**config.mk**
```make
export PLATFORM = sky130hd
export DESIGN_NAME = mbps_cell
export DESIGN_NICKNAME = d
export VERILOG_FILES = /design/src/design/mbps_pkg.sv /design/src/design/mbps_cell.sv
export SDC_FILE = /design/constraint.sdc
export NUM_CORES = 1
export LEC_CHECK = 0
export BUFFER_PORTS_ARGS = -buffer_cell sky130_fd_sc_hd__buf_4
export CAP_MARGIN = 20
export CORE_AREA = 10 10 47 49
export CTS_CLUSTER_DIAMETER = 150
export DETAILED_ROUTE_END_ITERATION = 10
export DIE_AREA = 0 0 57 59
export SLEW_MARGIN = 10
export SYNTH_ARGS = -nofsm -noshare
export SYNTH_HDL_FRONTEND = slang
export SYNTH_SLANG_ARGS = --single-unit
```
**constraint.sdc**
```tcl
create_clock -name clock -period 0.8 [get_ports clock]
set_input_delay 0.12 -clock clock [delete_from_list [all_inputs] [get_ports clock]]
set_output_delay 0.12 -clock clock [all_outputs]
set_load 0.05 [all_outputs]
```
**src/design/mbps_pkg.sv**
```systemverilog
`timescale 1ns / 1ps
// shared types, constants and helpers for the masked byte pattern scanner
package mbps_pkg;

   localparam int MAX_PATTERN   = 32;
   localparam int PATTERN_BYTES = 32;
   localparam int USABLE_LENGTH = (MAX_PATTERN < PATTERN_BYTES) ? MAX_PATTERN : PATTERN_BYTES;
   localparam int PATTERN_WORDS = PATTERN_BYTES / 8;
   localparam int CSR_INDEX_W   = 3;
   localparam int CSR_DATA_W    = 64;
   localparam int POS_W         = 32;
   localparam int LEN_W         = 6;

   typedef enum logic [CSR_INDEX_W-1:0] {
      CSR_PATTERN_WORD_0 = 3'd0,
      CSR_PATTERN_WORD_1 = 3'd1,
      CSR_PATTERN_WORD_2 = 3'd2,
      CSR_PATTERN_WORD_3 = 3'd3,
      CSR_CARE_MASK      = 3'd4,
      CSR_PATTERN_LENGTH = 3'd5
   } csr_index_type;

   typedef struct packed {
      logic [7:0] data_byte;
      logic       last_byte;
   } req_type;

   typedef struct packed {
      logic [1:0]       match_count;
      logic [POS_W-1:0] first_offset;
      logic             too_long;
   } rsp_type;

   // one accepted byte as seen by the tally
   typedef struct packed {
      logic accept;
      logic last;
      logic hit;
   } mbps_step_type;

   function automatic logic [7:0] get_pattern_byte(
      input logic [PATTERN_WORDS-1:0][63:0] words,
      input logic [4:0]                     j
   );
      return words[j[4:3]][{j[2:0], 3'b000} +: 8];
   endfunction

endpackage

```
**src/design/mbps_cell.sv**
```systemverilog
`timescale 1ns / 1ps
// one window cell: holds a byte, passes it on, compares the incoming byte
module mbps_cell
   import mbps_pkg::*;
(
   input  logic       clock,
   input  logic       shift_en,
   input  logic [7:0] shift_byte,
   input  logic [7:0] pattern_byte,
   input  logic       must_match,
   output logic [7:0] byte_out,
   output logic       byte_ok
);

   logic [7:0] byte_ff;
   logic [7:0] byte_in;

   assign byte_in = shift_en ? shift_byte : byte_ff;

   always_ff @(posedge clock) begin
      byte_ff <= byte_in;
   end

   assign byte_out = byte_ff;
   assign byte_ok  = !must_match || (shift_byte == pattern_byte);

endmodule

```
-- After elaboration in Yosys (flattened, before gate mapping)
Index checks and enable logic that the tools add are counted.
- output and inout port bits: 9
- register bits after elaboration: 8
- reduce and logical (&&, ||, !) cells: 2
- equality and inequality tests: 1
- operators by type and width (cell ; number):
    $eq 8x8->1 ; 1
    $logic_not 1->1 ; 1
    $logic_or 1x1->1 ; 1

-- Logic depth before layout (Yosys ltp)
- depth in word-level cells: 2
- mapped depth: 3
- mapped depth without buffers: 3

-- Worst setup path after synthesis
Ideal clock, no wire load.
- kind: input-to-output
- start: in pattern_byte[0]
- end: out byte_ok
- data arrival time: 1.077 ns
- path slack: -0.397 ns
- stages: 3
- path through: xnor2_1 -> nand4_1 -> o21ai_1
- cells in the longest elaborated chain, start to end: 2
- RTL lines (element ; RTL line ; text):
    from (decl) ; mbps_cell.sv:9 ; input logic [7:0] pattern_byte,
    $eq 8x8->1 ; mbps_cell.sv:25 ; assign byte_ok = !must_match || (shift_byte == pattern_byte);
    $logic_or 1x1->1 ; mbps_cell.sv:25 ;
    to (decl) ; mbps_cell.sv:12 ; output logic byte_ok
Every way passes these cells.

-- Final worst setup path
- start: in shift_byte[5]
- end: out byte_ok
- cells in the longest elaborated chain, start to end: 2
- RTL lines (element ; RTL line ; text):
    from (decl) ; mbps_cell.sv:8 ; input logic [7:0] shift_byte,
    $eq 8x8->1 ; mbps_cell.sv:25 ;
    $logic_or 1x1->1 ; mbps_cell.sv:25 ;
Every way passes these cells.

==> summary.md <==
| Metric | Value |
|---|---|
| Post-Syn Area per Cell | `17.25 sq um` |
| Hold EP | `byte_out[4]$_DFFE_PP_` |
| Placeable Area | `0.001401 sq mm` |
| Final ANT Viol Nets | `0` |
| Commonest non-fill, non-tap cell in the layout | `buf_6` |
| TritonRoute pass-1 iters | `2` |
| Largest register FFs | `8` |
| Post-synth top area share | `0.7328` |
| Final Cycle Share | `1.257` |
| Synthesized area | `327.8 sq um` |
| H-tree levels | `1` |
| Diode count | `0` |
| DR iter-0 viols | `3` |
| Mapped Nets | `38` |
| Initial antenna violation count | `0` |
| Hold path depth | `1` |
| CTS Sinks | `8` |
| Post-synthesis compound-gate area fraction | `0.01527` |
| Yosys top cell by area | `edfxtp_1` |
| CP Capture Type | `output pin` |
| First-pass GRT wire length | `approximately 1700 microns` |
| Synth Area in XOR/XNOR | `0.2137` |
| Hold Path Class | `input pin to flop` |
| Synth warn | `0` |
| Max-cap violation count | `0` |
| Final Slew Violations | `0` |
| Setup TNS | `-1.054 ns` |
| Setup Viol. Count Final | `9` |
| Share of post-route cells with drive strength above 1 | `0.8182` |
| Unique cell type count in the Yosys netlist | `4` |
| Die area | `between 0.003 and 0.004 sq mm` |
| Worst Path Arrival | `0.89 ns` |
| Via density | `4.282` |
| Final hold vios | `0` |
| Outcome | `complete, but fails checks` |
| Area contributors post-synth | `edfxtp_1 (73%), xnor2_1 (21%), nand4_1 (3.8%)` |
| Remaining global-route overflow | `0` |
| Boundary Pins | `28` |
| Finished Layout Cells | `71` |
| Die Ht | `59 microns` |
| Clock slew at reported path FFs | `0.05 ns` |
| Port-buffer cells | `27` |
| GRT Total Usage | `0.06804` |
| Sequential area share after synthesis | `0.7328` |
| Cts bufs inserted | `3` |
| # rows | `14` |
| Synth Instances | `19` |
| RSZ-0062 raised after global routing | `true` |
| CTS tree | `yes` |
| CTS Buffer Depth | `2` |
| Most frequent cells in the layout | `buf_6 (16), buf_4 (15), xnor2_2 (8), edfxtp_1 (8), clkbuf_4 (3)` |
| Total wire length | `1091 microns` |
| Final Net Count | `76` |
| Peak VDD IR | `between 0.0007 and 0.0008 V` |
| Fmax | `a little under 1000 MHz` |
| DRC errors left | `0` |
| Vias | `304` |
| P&R area growth vs syn | `133.2%` |
| Mux share of post-synthesis cell area | `0` |
| CTS Hold Bufs | `0` |
| Worst Max-Slew Pin Slew | `0.1630 ns` |
| WL per Instance | `15.37 microns` |
| Clock root cell | `clkbuf_4` |
| Crit path kind | `input pin to output pin` |
| Min cycle time layout | `1.006 ns` |
| Largest family of logic cells by synthesized area | `XOR/XNOR gates` |
| Setup ws final | `-0.2058 ns` |
| Pwr Density | `1606 mW/mm^2` |
| Post-Synth Simple-Gate Area | `0.03817` |
| CP Max Fanout | `2` |
| Placed cell count | `67` |
| Leakage | `0.3416 nW` |
| Die W | `around 57 microns` |
| Req. time, crit path | `0.68 ns` |
| Vias in the first global route | `between 300 and 400` |
| Post-Synth Adder-Cell Area | `0` |
| Starting density of the core | `0.2339` |
| Relative slew slack | `0.8910` |
| #FFs+latches synth | `8` |
| Failing checks | `negative setup slack` |
| Setup crit start kind | `input pin` |
| Hold Path Origin | `shift_byte[4]` |
| Routability Congestion | `0.6183` |
| Largest net degree at the start of global routing | `9` |
## synthesized netlist by cell type (all sizes together)
master and n:
edfxtp 8, nand4 2, o21ai 1, xnor2 8
## kinds of logic (layout without fill, tap and decap cells)
logic type,after synthesis,in the layout
XOR/XNOR,8,8
flip-flops,8,8
AND/OR/NAND/NOR,2,2
AO/OA/AOI/OAI,1,1
buffers and inverters,0,36
## metrics by stage
| stage | utilization | hold slack [ns] | cell area [sq um] | worst slack (ns) | total power, W |
|---|---|---|---|---|---|
| final | 0.5455 | 0.05368 | 764.5 | -0.2058 | 0.001228 |
| after global placement | 0.4438 | 0.3156 | 621.8 | -0.2611 | 0.0008661 |
| after global routing | 0.5455 | 0.03383 | 764.5 | -0.2476 | 0.001294 |
| after floorplan | - | 0.2189 | 361.6 | -0.07979 | 0.0006970 |
| after CTS | 0.5402 | 0.04255 | 757.0 | -0.1903 | 0.001252 |
| after detailed placement | 0.4438 | 0.3173 | 621.8 | -0.2727 | 0.0008692 |
## metal layers
metal | track usage | wire length, microns
met1 | 0.06824 | 384
met2 | 0.08682 | 460
met3 | 0.06867 | 245
met4 | 0.04027 | 0
met5 | 0 | 0
## repair_timing
| action | CTS | global route |
|---|---|---|
| cloned | 0 | 0 |
| gates resized for setup | 23 | 2 |
| endpoints found under the setup margin | 9 | 9 |
| setup buffers | 1 | 0 |
| pin swaps | 11 | 0 |
## worst max path at each step
stage               startpoint       to
3_3_place_gp   pattern_byte[4]  byte_ok
6_report         shift_byte[5]  byte_ok
5_1_grt          shift_byte[4]  byte_ok
3_5_place_dp   pattern_byte[4]  byte_ok
4_1_cts          shift_byte[5]  byte_ok
2_1_floorplan  pattern_byte[4]  byte_ok
## worst max-delay path, cell delays in order
cell and delay (ns):
buf_8 0.10, xnor2_2 0.15, nand4_1 0.16, o21ai_4 0.18, buf_6 0.17
## where the power goes
group | total, W | internal [W] | switching, W
Sequential | 0.000513 | 0.000500 | 0.0000136
Combinational | 0.000420 | 0.000213 | 0.000207
Clock | 0.000294 | 0.000171 | 0.000124
## layout make-up
class | instances | area [sq um]
Fill cell | 143 | 636.9
Clock buffer | 3 | 22.52
Multi-Input combinational cell | 11 | 158.9
Tap cell | 16 | 20.02
Timing Repair Buffer | 33 | 322.8
Sequential cell | 8 | 240.2
Note: power is estimated with default switching activity, not from simulation.
