### src/design/mbps_pkg.sv
`timescale 1ns / 1ps
// shared types, constants and helpers for the masked byte pattern scanner
package mbps_pkg;

   localparam int MAX_PATTERN   = 32;
   localparam int PATTERN_BYTES = 32;
   localparam int USABLE_LENGTH = (MAX_PATTERN < PATTERN_BYTES) ? MAX_PATTERN : PATTERN_BYTES;
   localparam int PATTERN_WORDS = PATTERN_BYTES / 8;
   localparam int CSR_INDEX_W   = 3;
   localparam int CSR_DATA_W    = 64;
   localparam int POS_W         = 32;
   localparam int LEN_W         = 6;

   typedef enum logic [CSR_INDEX_W-1:0] {
      CSR_PATTERN_WORD_0 = 3'd0,
      CSR_PATTERN_WORD_1 = 3'd1,
      CSR_PATTERN_WORD_2 = 3'd2,
      CSR_PATTERN_WORD_3 = 3'd3,
      CSR_CARE_MASK      = 3'd4,
      CSR_PATTERN_LENGTH = 3'd5
   } csr_index_type;

   typedef struct packed {
      logic [7:0] data_byte;
      logic       last_byte;
   } req_type;

   typedef struct packed {
      logic [1:0]       match_count;
      logic [POS_W-1:0] first_offset;
      logic             too_long;
   } rsp_type;

   // one accepted byte as seen by the tally
   typedef struct packed {
      logic accept;
      logic last;
      logic hit;
   } mbps_step_type;

   function automatic logic [7:0] get_pattern_byte(
      input logic [PATTERN_WORDS-1:0][63:0] words,
      input logic [4:0]                     j
   );
      return words[j[4:3]][{j[2:0], 3'b000} +: 8];
   endfunction

endpackage

### src/design/mbps_tally.sv
`timescale 1ns / 1ps
// per-region position, hit count, first offset and the result register
module mbps_tally
   import mbps_pkg::*;
(
   input  logic             clock,
   input  logic             reset,
   input  mbps_step_type    step,
   input  logic [LEN_W-1:0] pattern_length,
   input  logic             rsp_ready,
   output logic             pos_full,
   output logic             req_ready,
   output logic             rsp_valid,
   output rsp_type          rsp_data
);

   logic [POS_W-1:0] pos_ff, pos_in;
   logic [1:0]       hit_count_ff, hit_count_in;
   logic [POS_W-1:0] first_ff, first_in;
   logic             ovf_ff, ovf_in;
   logic             rsp_valid_ff, rsp_valid_in;
   rsp_type          rsp_data_ff, rsp_data_in;
   logic [POS_W-1:0] count;
   logic             counted_hit;

   assign pos_full    = (pos_ff == {POS_W{1'b1}});
   assign count       = pos_ff + POS_W'(1);
   assign counted_hit = step.hit && (count >= POS_W'(pattern_length));
   assign req_ready   = !rsp_valid_ff || rsp_ready;

   always_comb begin
      pos_in       = pos_ff;
      hit_count_in = hit_count_ff;
      first_in     = first_ff;
      ovf_in       = ovf_ff;
      rsp_valid_in = rsp_valid_ff && !rsp_ready;
      rsp_data_in  = rsp_data_ff;
      if (step.accept) begin
         if (pos_full) begin
            ovf_in = 1'b1;
         end else begin
            pos_in = count;
            if (counted_hit) begin
               if (hit_count_ff == 2'd0) begin
                  first_in = count - POS_W'(pattern_length);
               end
               if (hit_count_ff != 2'd2) begin
                  hit_count_in = hit_count_ff + 2'd1;
               end
            end
         end
         if (step.last) begin
            rsp_valid_in             = 1'b1;
            rsp_data_in.match_count  = hit_count_in;
            rsp_data_in.first_offset = (hit_count_in != 2'd0) ? first_in : '0;
            rsp_data_in.too_long     = ovf_in;
            pos_in       = '0;
            hit_count_in = '0;
            first_in     = '0;
            ovf_in       = 1'b0;
         end
      end
   end

   always_ff @(posedge clock) begin
      if (reset) begin
         pos_ff       <= '0;
         hit_count_ff <= '0;
         first_ff     <= '0;
         ovf_ff       <= 1'b0;
         rsp_valid_ff <= 1'b0;
      end else begin
         pos_ff       <= pos_in;
         hit_count_ff <= hit_count_in;
         first_ff     <= first_in;
         ovf_ff       <= ovf_in;
         rsp_valid_ff <= rsp_valid_in;
      end
   end

   always_ff @(posedge clock) begin
      rsp_data_ff <= rsp_data_in;
   end

   assign rsp_valid = rsp_valid_ff;
   assign rsp_data  = rsp_data_ff;

   a_no_accept_when_blocked: assert property (@(posedge clock) disable iff (reset)
      step.accept |-> (!rsp_valid_ff || rsp_ready))
      else $error("byte transfer while result register is blocked");

   a_last_gives_result: assert property (@(posedge clock) disable iff (reset)
      (step.accept && step.last) |=> rsp_valid_ff)
      else $error("final byte did not load the result register");

   a_offset_clear_without_hits: assert property (@(posedge clock) disable iff (reset)
      (hit_count_ff == 2'd0) |-> (first_ff == '0))
      else $error("first offset set with no hits");

   a_hit_count_range: assert property (@(posedge clock) disable iff (reset)
      hit_count_ff != 2'd3)
      else $error("hit count beyond saturation");

endmodule

### config.mk
export PLATFORM = sky130hd
export DESIGN_NAME = mbps_tally
export DESIGN_NICKNAME = d
export VERILOG_FILES = /design/src/design/mbps_pkg.sv /design/src/design/mbps_tally.sv
export SDC_FILE = /design/constraint.sdc
export NUM_CORES = 1
export LEC_CHECK = 0
export BUFFER_PORTS_ARGS = -buffer_cell sky130_fd_sc_hd__buf_2
export CAP_MARGIN = 20
export CORE_MARGIN = 2
export CORE_UTILIZATION = 60
export DETAILED_ROUTE_END_ITERATION = 10
export MAX_ROUTING_LAYER = met4
export PLACE_DENSITY = 0.8
export SLEW_MARGIN = 20
export SYNTH_ARGS = -nofsm -noshare
export SYNTH_HDL_FRONTEND = slang
export SYNTH_SLANG_ARGS = --single-unit
export TNS_END_PERCENT = 10
### constraint.sdc
create_clock -name clock -period 4.3 [get_ports clock]
set_clock_uncertainty 0.1 [all_clocks]
set_input_delay 0.86 -clock clock [delete_from_list [all_inputs] [get_ports clock]]
set_output_delay 0.86 -clock clock [all_outputs]
set_load 0.01 [all_outputs]
Word level (Yosys, flattened, before mapping):

Index checks and enable logic that the tools add are counted.

* flip-flop bits (word level): 103
* output and inout port bits: 38
* bits of input ports: 12
* logic and storage cells: 39

* reductions and logical operators: 9
* order comparisons: 1
* $add $sub $neg: 3
* equal/unequal tests: 3
* multiplexer cells: 15

Operators with widths (number)
* 2-to-1 mux 32 bit: 6
* adder 32 x 1 -> 32 bit, second input constant: 1
* == test 32 bit, second input constant: 1
* greater-or-equal comparator 32 x 6 -> 1 bit: 1
* subtractor 32 x 6 -> 32 bit: 1
* 2-to-1 mux 2 bit: 5
* 2-to-1 mux 1 bit: 4
* inequality test 2 bit, second input constant: 2
* AND reduction 2 bit: 2
* adder 2 x 1 -> 2 bit, second input constant: 1
* logical AND 1 bit: 2
* logical NOT 1 bit: 2
* logical NOT 2 bit: 1
* nonzero test 2 bit: 1
* logical OR 1 bit: 1

Logic depth before layout (Yosys ltp):

* word-level depth: 7
* depth in mapped cells: 16
* gate-level depth less buffers: 12

Worst setup path after synthesis:

Ideal clock, no wire load.

* path type: input-to-reg
* from: in pattern_length[2]
* to: reg rsp_data_ff (netlist bit rsp_data[10]) (data pin)
* library setup time: 257 ps
* buffers on the path: 2
* data required time: 3943 ps
* setup slack: 624 ps
* arrival: 3319 ps
* cell stages on the path: 13
* path through: inv_1 ha_1 nor2b_1 o21ai_0 a21oi_1 nor3_1 nand4_4 nor4b_4 a21boi_2 buf_2 buf_6 mux2i_1 nor2_1

* word-level cells in the longest chain between the ends: 6
* elaborated cells between the ends (all ways): 10
* those cells by class: 1 x add/sub; 1 x order compare; 6 x mux; 2 x reduce/logical

Ends and longest elaborated chain
* start, declared: line mbps_tally.sv:9 `input logic [LEN_W-1:0] pattern_length,`
* greater-or-equal comparator 32 x 6 -> 1 bit: line mbps_tally.sv:28 `assign counted_hit = step.hit && (count >= POS_W'(pattern_length));`
* logical AND 1 bit: line mbps_tally.sv:28
* 2-to-1 mux 2 bit: line mbps_tally.sv:43 `if (counted_hit) begin`
* 2-to-1 mux 2 bit: line mbps_tally.sv:39 `if (pos_full) begin`
* 2-to-1 mux 2 bit: line mbps_tally.sv:38 `if (step.accept) begin`
* nonzero test 2 bit: line mbps_tally.sv:55 `rsp_data_in.first_offset = (hit_count_in != 2'd0) ? first_in : '0;`
* end signal, assigned: line mbps_tally.sv:82 `rsp_data_ff <= rsp_data_in;`
* end, declared: line mbps_tally.sv:22 `rsp_type rsp_data_ff, rsp_data_in;`

Parallel ways exist; a longest one is shown, timed or not. The select of a mux whose other input is x is not followed.
A chain may end at the register's enable or synchronous reset.

Worst setup path in the final report:

* from: reg pos_ff[0]
* to: reg rsp_data_ff (netlist bit rsp_data[1]) (data pin)

* word-level cells in the longest chain between the ends: 7
* elaborated cells between the ends (all ways): 12
* those cells by class: 2 x add/sub; 1 x order compare; 1 x eq/ne; 6 x mux; 2 x reduce/logical

Ends and longest elaborated chain
* start, declared: line mbps_tally.sv:17 `logic [POS_W-1:0] pos_ff, pos_in;`
* start signal, assigned: line mbps_tally.sv:73 `pos_ff <= pos_in;`
* adder 32 x 1 -> 32 bit: line mbps_tally.sv:27 `assign count = pos_ff + POS_W'(1);`
* greater-or-equal comparator 32 x 6 -> 1 bit: line mbps_tally.sv:28
* logical AND 1 bit: line mbps_tally.sv:28
* 2-to-1 mux 2 bit: line mbps_tally.sv:43
* 2-to-1 mux 2 bit: line mbps_tally.sv:39
* 2-to-1 mux 2 bit: line mbps_tally.sv:38
* nonzero test 2 bit: line mbps_tally.sv:55

Parallel ways exist; a longest one is shown, timed or not. The select of a mux whose other input is x is not followed.

==> reports/results.tsv <==
stage	metric	value	unit
sta	period utilization	94.6	%
synthesis	post-synth top area share	22.9	%
sta	Max Transition Viols Final	0	
synthesis	Synth Warn #	0	
outcome	status	finished clean	
clock_network	Clock transition at path regs	0.10	ns
drt	vias	5024	
synthesis	most frequent cells after synthesis	nor2_1 (85), dfxtp_1 (68), nand2_1 (42)	
critical_path	CP Launch Type	flop	
critical_path	Critical Path Slowest Stage Cell	nor4_1	
synthesis	Synth Flop Type	dfxtp_1	
synthesis	ys async rst share	0	%
global_route	vias in the first global route	4401	
critical_path	Worst setup EP type	flop	
drt	routed wire length	13400	um
clock_network	CTS H-tree depth	3	
clock_network	postcts setup bufs	0	
sta	minimum clock period	4.07	ns
synthesis	Mapped Area	0.00593	mm^2
die	die area	0.0107	mm^2
drt	drt drc	0	
placement	dpl hpwl	9590	um
power_and_ir_drop	P per Cell Area	275	mW/mm^2
final_layout	Core Util, Final	67.0	%
clock_network	clock latency on the worst-skew pair	0.38	ns
final_layout	Diodes inserted	0	
drt	drt wl/cell	16.2	um
final_layout	area delta synth->final	9.43	%
sta	max frequency	0.246	GHz
hold_path	Worst Hold Class	reg2reg	
synthesis	Mapped Avg Cell Area	9.02	um^2
synthesis	most frequent cell after synthesis	nor2_1	
global_route	pin count of the biggest net entering global routing	46	
sta	RSZ-0062 raised after global routing	false	
critical_path	Critical Path AT	4.16	ns
die	CORE AREA	0.00968	mm^2
sta	Setup TNS	0	ns
clock_network	post_cts resized	0	
drt	antenna viol nets, final	0	
synthesis	syn nets	680	
global_route	Tot GR Track Use	26.8	%
final_layout	fraction of layout cells with a size suffix above 1	14.1	%
die	Die X	103	um
clock_network	Clock Sinks	103	
synthesis	EDFF count, synth	35	
drt	Vias/cell	6.07	
synthesis	post-synth cell types	61	
clock_network	CTS root buf	clkbuf_8	
synthesis	Synth Register Bits	103	
die	floorplan row count	36	
critical_path	critical path class	reg2reg	
critical_path	data required time of the worst path	4.40	ns
critical_path	Worst path max stage delay	0.55	ns
final_layout	NumNets Final	712	
sta	final setup violation count	0	
global_route	initial antenna violation count	0	
synthesis	Area contributors post-synth	dfxtp_1 (23%), edfxtp_1 (18%), nor2_1 (5.4%)	
die	Die H	103	um
placement	GPL Wtd Cong	0.961	
sta	actual slew at the worst max-slew pin	0.955	ns
power_and_ir_drop	VDD IR-drop max	0.138	mV
synthesis	Post-Syn Instances	658	
global_route	gr ovfl total	0	
clock_network	CTS tree	yes	
critical_path	worst-path cell chain	ha_1, and3_1, nand4_1, nor4_1, xnor2_1, nand2_1, nor4b_4, a21oi_2, mux2_2, buf_12, a211oi_1	
clock_network	Max clock buf depth	2	
global_route	first-pass GRT wire length	21900	um
power_and_ir_drop	P_leak	2.35	nW
clock_network	number of buffers created by CTS	9	
die	# IOs	50	
die	Initial Utilization	61.3	%
flow_run	Max Cap Viol	0	
drt	Iter 0 DRT Violations	325	
power_and_ir_drop	total chip power	1.78	mW
sta	final hold vios	0	
synthesis	post-synthesis sequential area ratio	40.7	%
synthesis	leading area contributor after synthesis	dfxtp_1	
critical_path	CP max FO	32	
drt	DR pass1 iterations	5	
clock_network	CTS Hold Bufs	0	
placement	port bufs	49	
sta	Slew HR	36.0	%
-- worst paths after layout --
check	from	to	slack (ns)	depth (start not counted)
hold reg to reg	first_ff[1]	first_ff[1]	0.38	1
hold / removal	first_ff[1]	first_ff[1]	0.38	1
setup / recovery	pos_ff[0]	rsp_data[1]	0.23	11
setup reg to reg	pos_ff[0]	rsp_data[1]	0.23	11
-- per-stage QoR --
stage | hold slack [ns] | instances | setup slack [ns] | cell area (um^2)
3_5_place_dp | 0.352 | 812 | 0.198 | 6280
6_report | 0.377 | 828 | 0.234 | 6490
4_1_cts | 0.378 | 828 | 0.184 | 6480
3_3_place_gp | 0.347 | 812 | 0.290 | 6280
5_1_grt | 0.387 | 828 | 0.00229 | 6490
2_1_floorplan | 0.333 | 658 | 0.624 | 5930
-- cells in the final DEF (no fill, tap or decap), types with 10 or more instances in the layout --
| cell | count |
|---|---|
| and3_1 | 11 |
| clkbuf_8 | 10 |
| mux2i_1 | 28 |
| nand3_1 | 20 |
| nand2b_1 | 12 |
| inv_1 | 19 |
| o21ai_0 | 21 |
| xor2_1 | 16 |
| buf_2 | 49 |
| dfxtp_1 | 68 |
| or3_1 | 13 |
| a21oi_1 | 37 |
| nor3_1 | 23 |
| nand4_1 | 16 |
| nand2_1 | 42 |
| buf_4 | 14 |
| nor2_1 | 85 |
| xnor2_1 | 35 |
| a22o_1 | 25 |
| edfxtp_1 | 35 |
-- layout make-up --
class                           instances  area (um^2)
Multi-Input combinational cell        492         3250
Clock inverter                          4         53.8
Timing Repair Buffer                   65          390
Tap cell                              133          166
Fill cell                             772         3190
Inverter                               19         71.3
Clock buffer                           12          145
Sequential cell                       103         2410
-- flip-flops by register name (all words and copies together), names as in the netlist --
signal / count
rsp_data: 35
first_ff: 32
pos_ff: 32
hit_count_ff: 2
ovf_ff: 1
rsp_valid: 1
-- worst max-delay path: cells and delay by family (launching register included) --
| kind | cells | cell delay (ns) |
|---|---|---|
| DFF | 1 | 0.46 |
| muxes | 1 | 0.33 |
| and+or+nand+nor | 5 | 1.80 |
| AOI/OAI and AO/OA | 2 | 0.40 |
| buffers and inverters | 1 | 0.17 |
| adders and majority gates | 1 | 0.32 |
| xor gates and xnor gates | 1 | 0.29 |
-- per-layer routing --
metal,global-route usage [%],part of all wire (%),vias to the layer above
met5,-,0,-
met4,9.72,1.9,0
met3,3.83,5.5,22
met2,39.4,46,187
met1,37.7,46,2377
li1,-,-,2438
-- power by group --
group | leakage (nW) | switching, mW | internal, mW
sequential | 0.887 | 0.00447 | 1.02
clock | 0.0932 | 0.341 | 0.288
combinational | 1.37 | 0.0854 | 0.0471
-- kinds of logic (layout without fill, tap and decap cells) --
group           Yosys count  count (layout)  synth area share (%)
compound gates          133             133                  15.8
xor+xnor                 51              51                  7.53
fa+ha+maj                10              10                  2.24
buf+inv                  63             100                  4.94
flops                   103             103                  40.7
mux                      29              29                  4.91
simple gates            269             269                  23.9
Power figures use the tool's default switching activity.
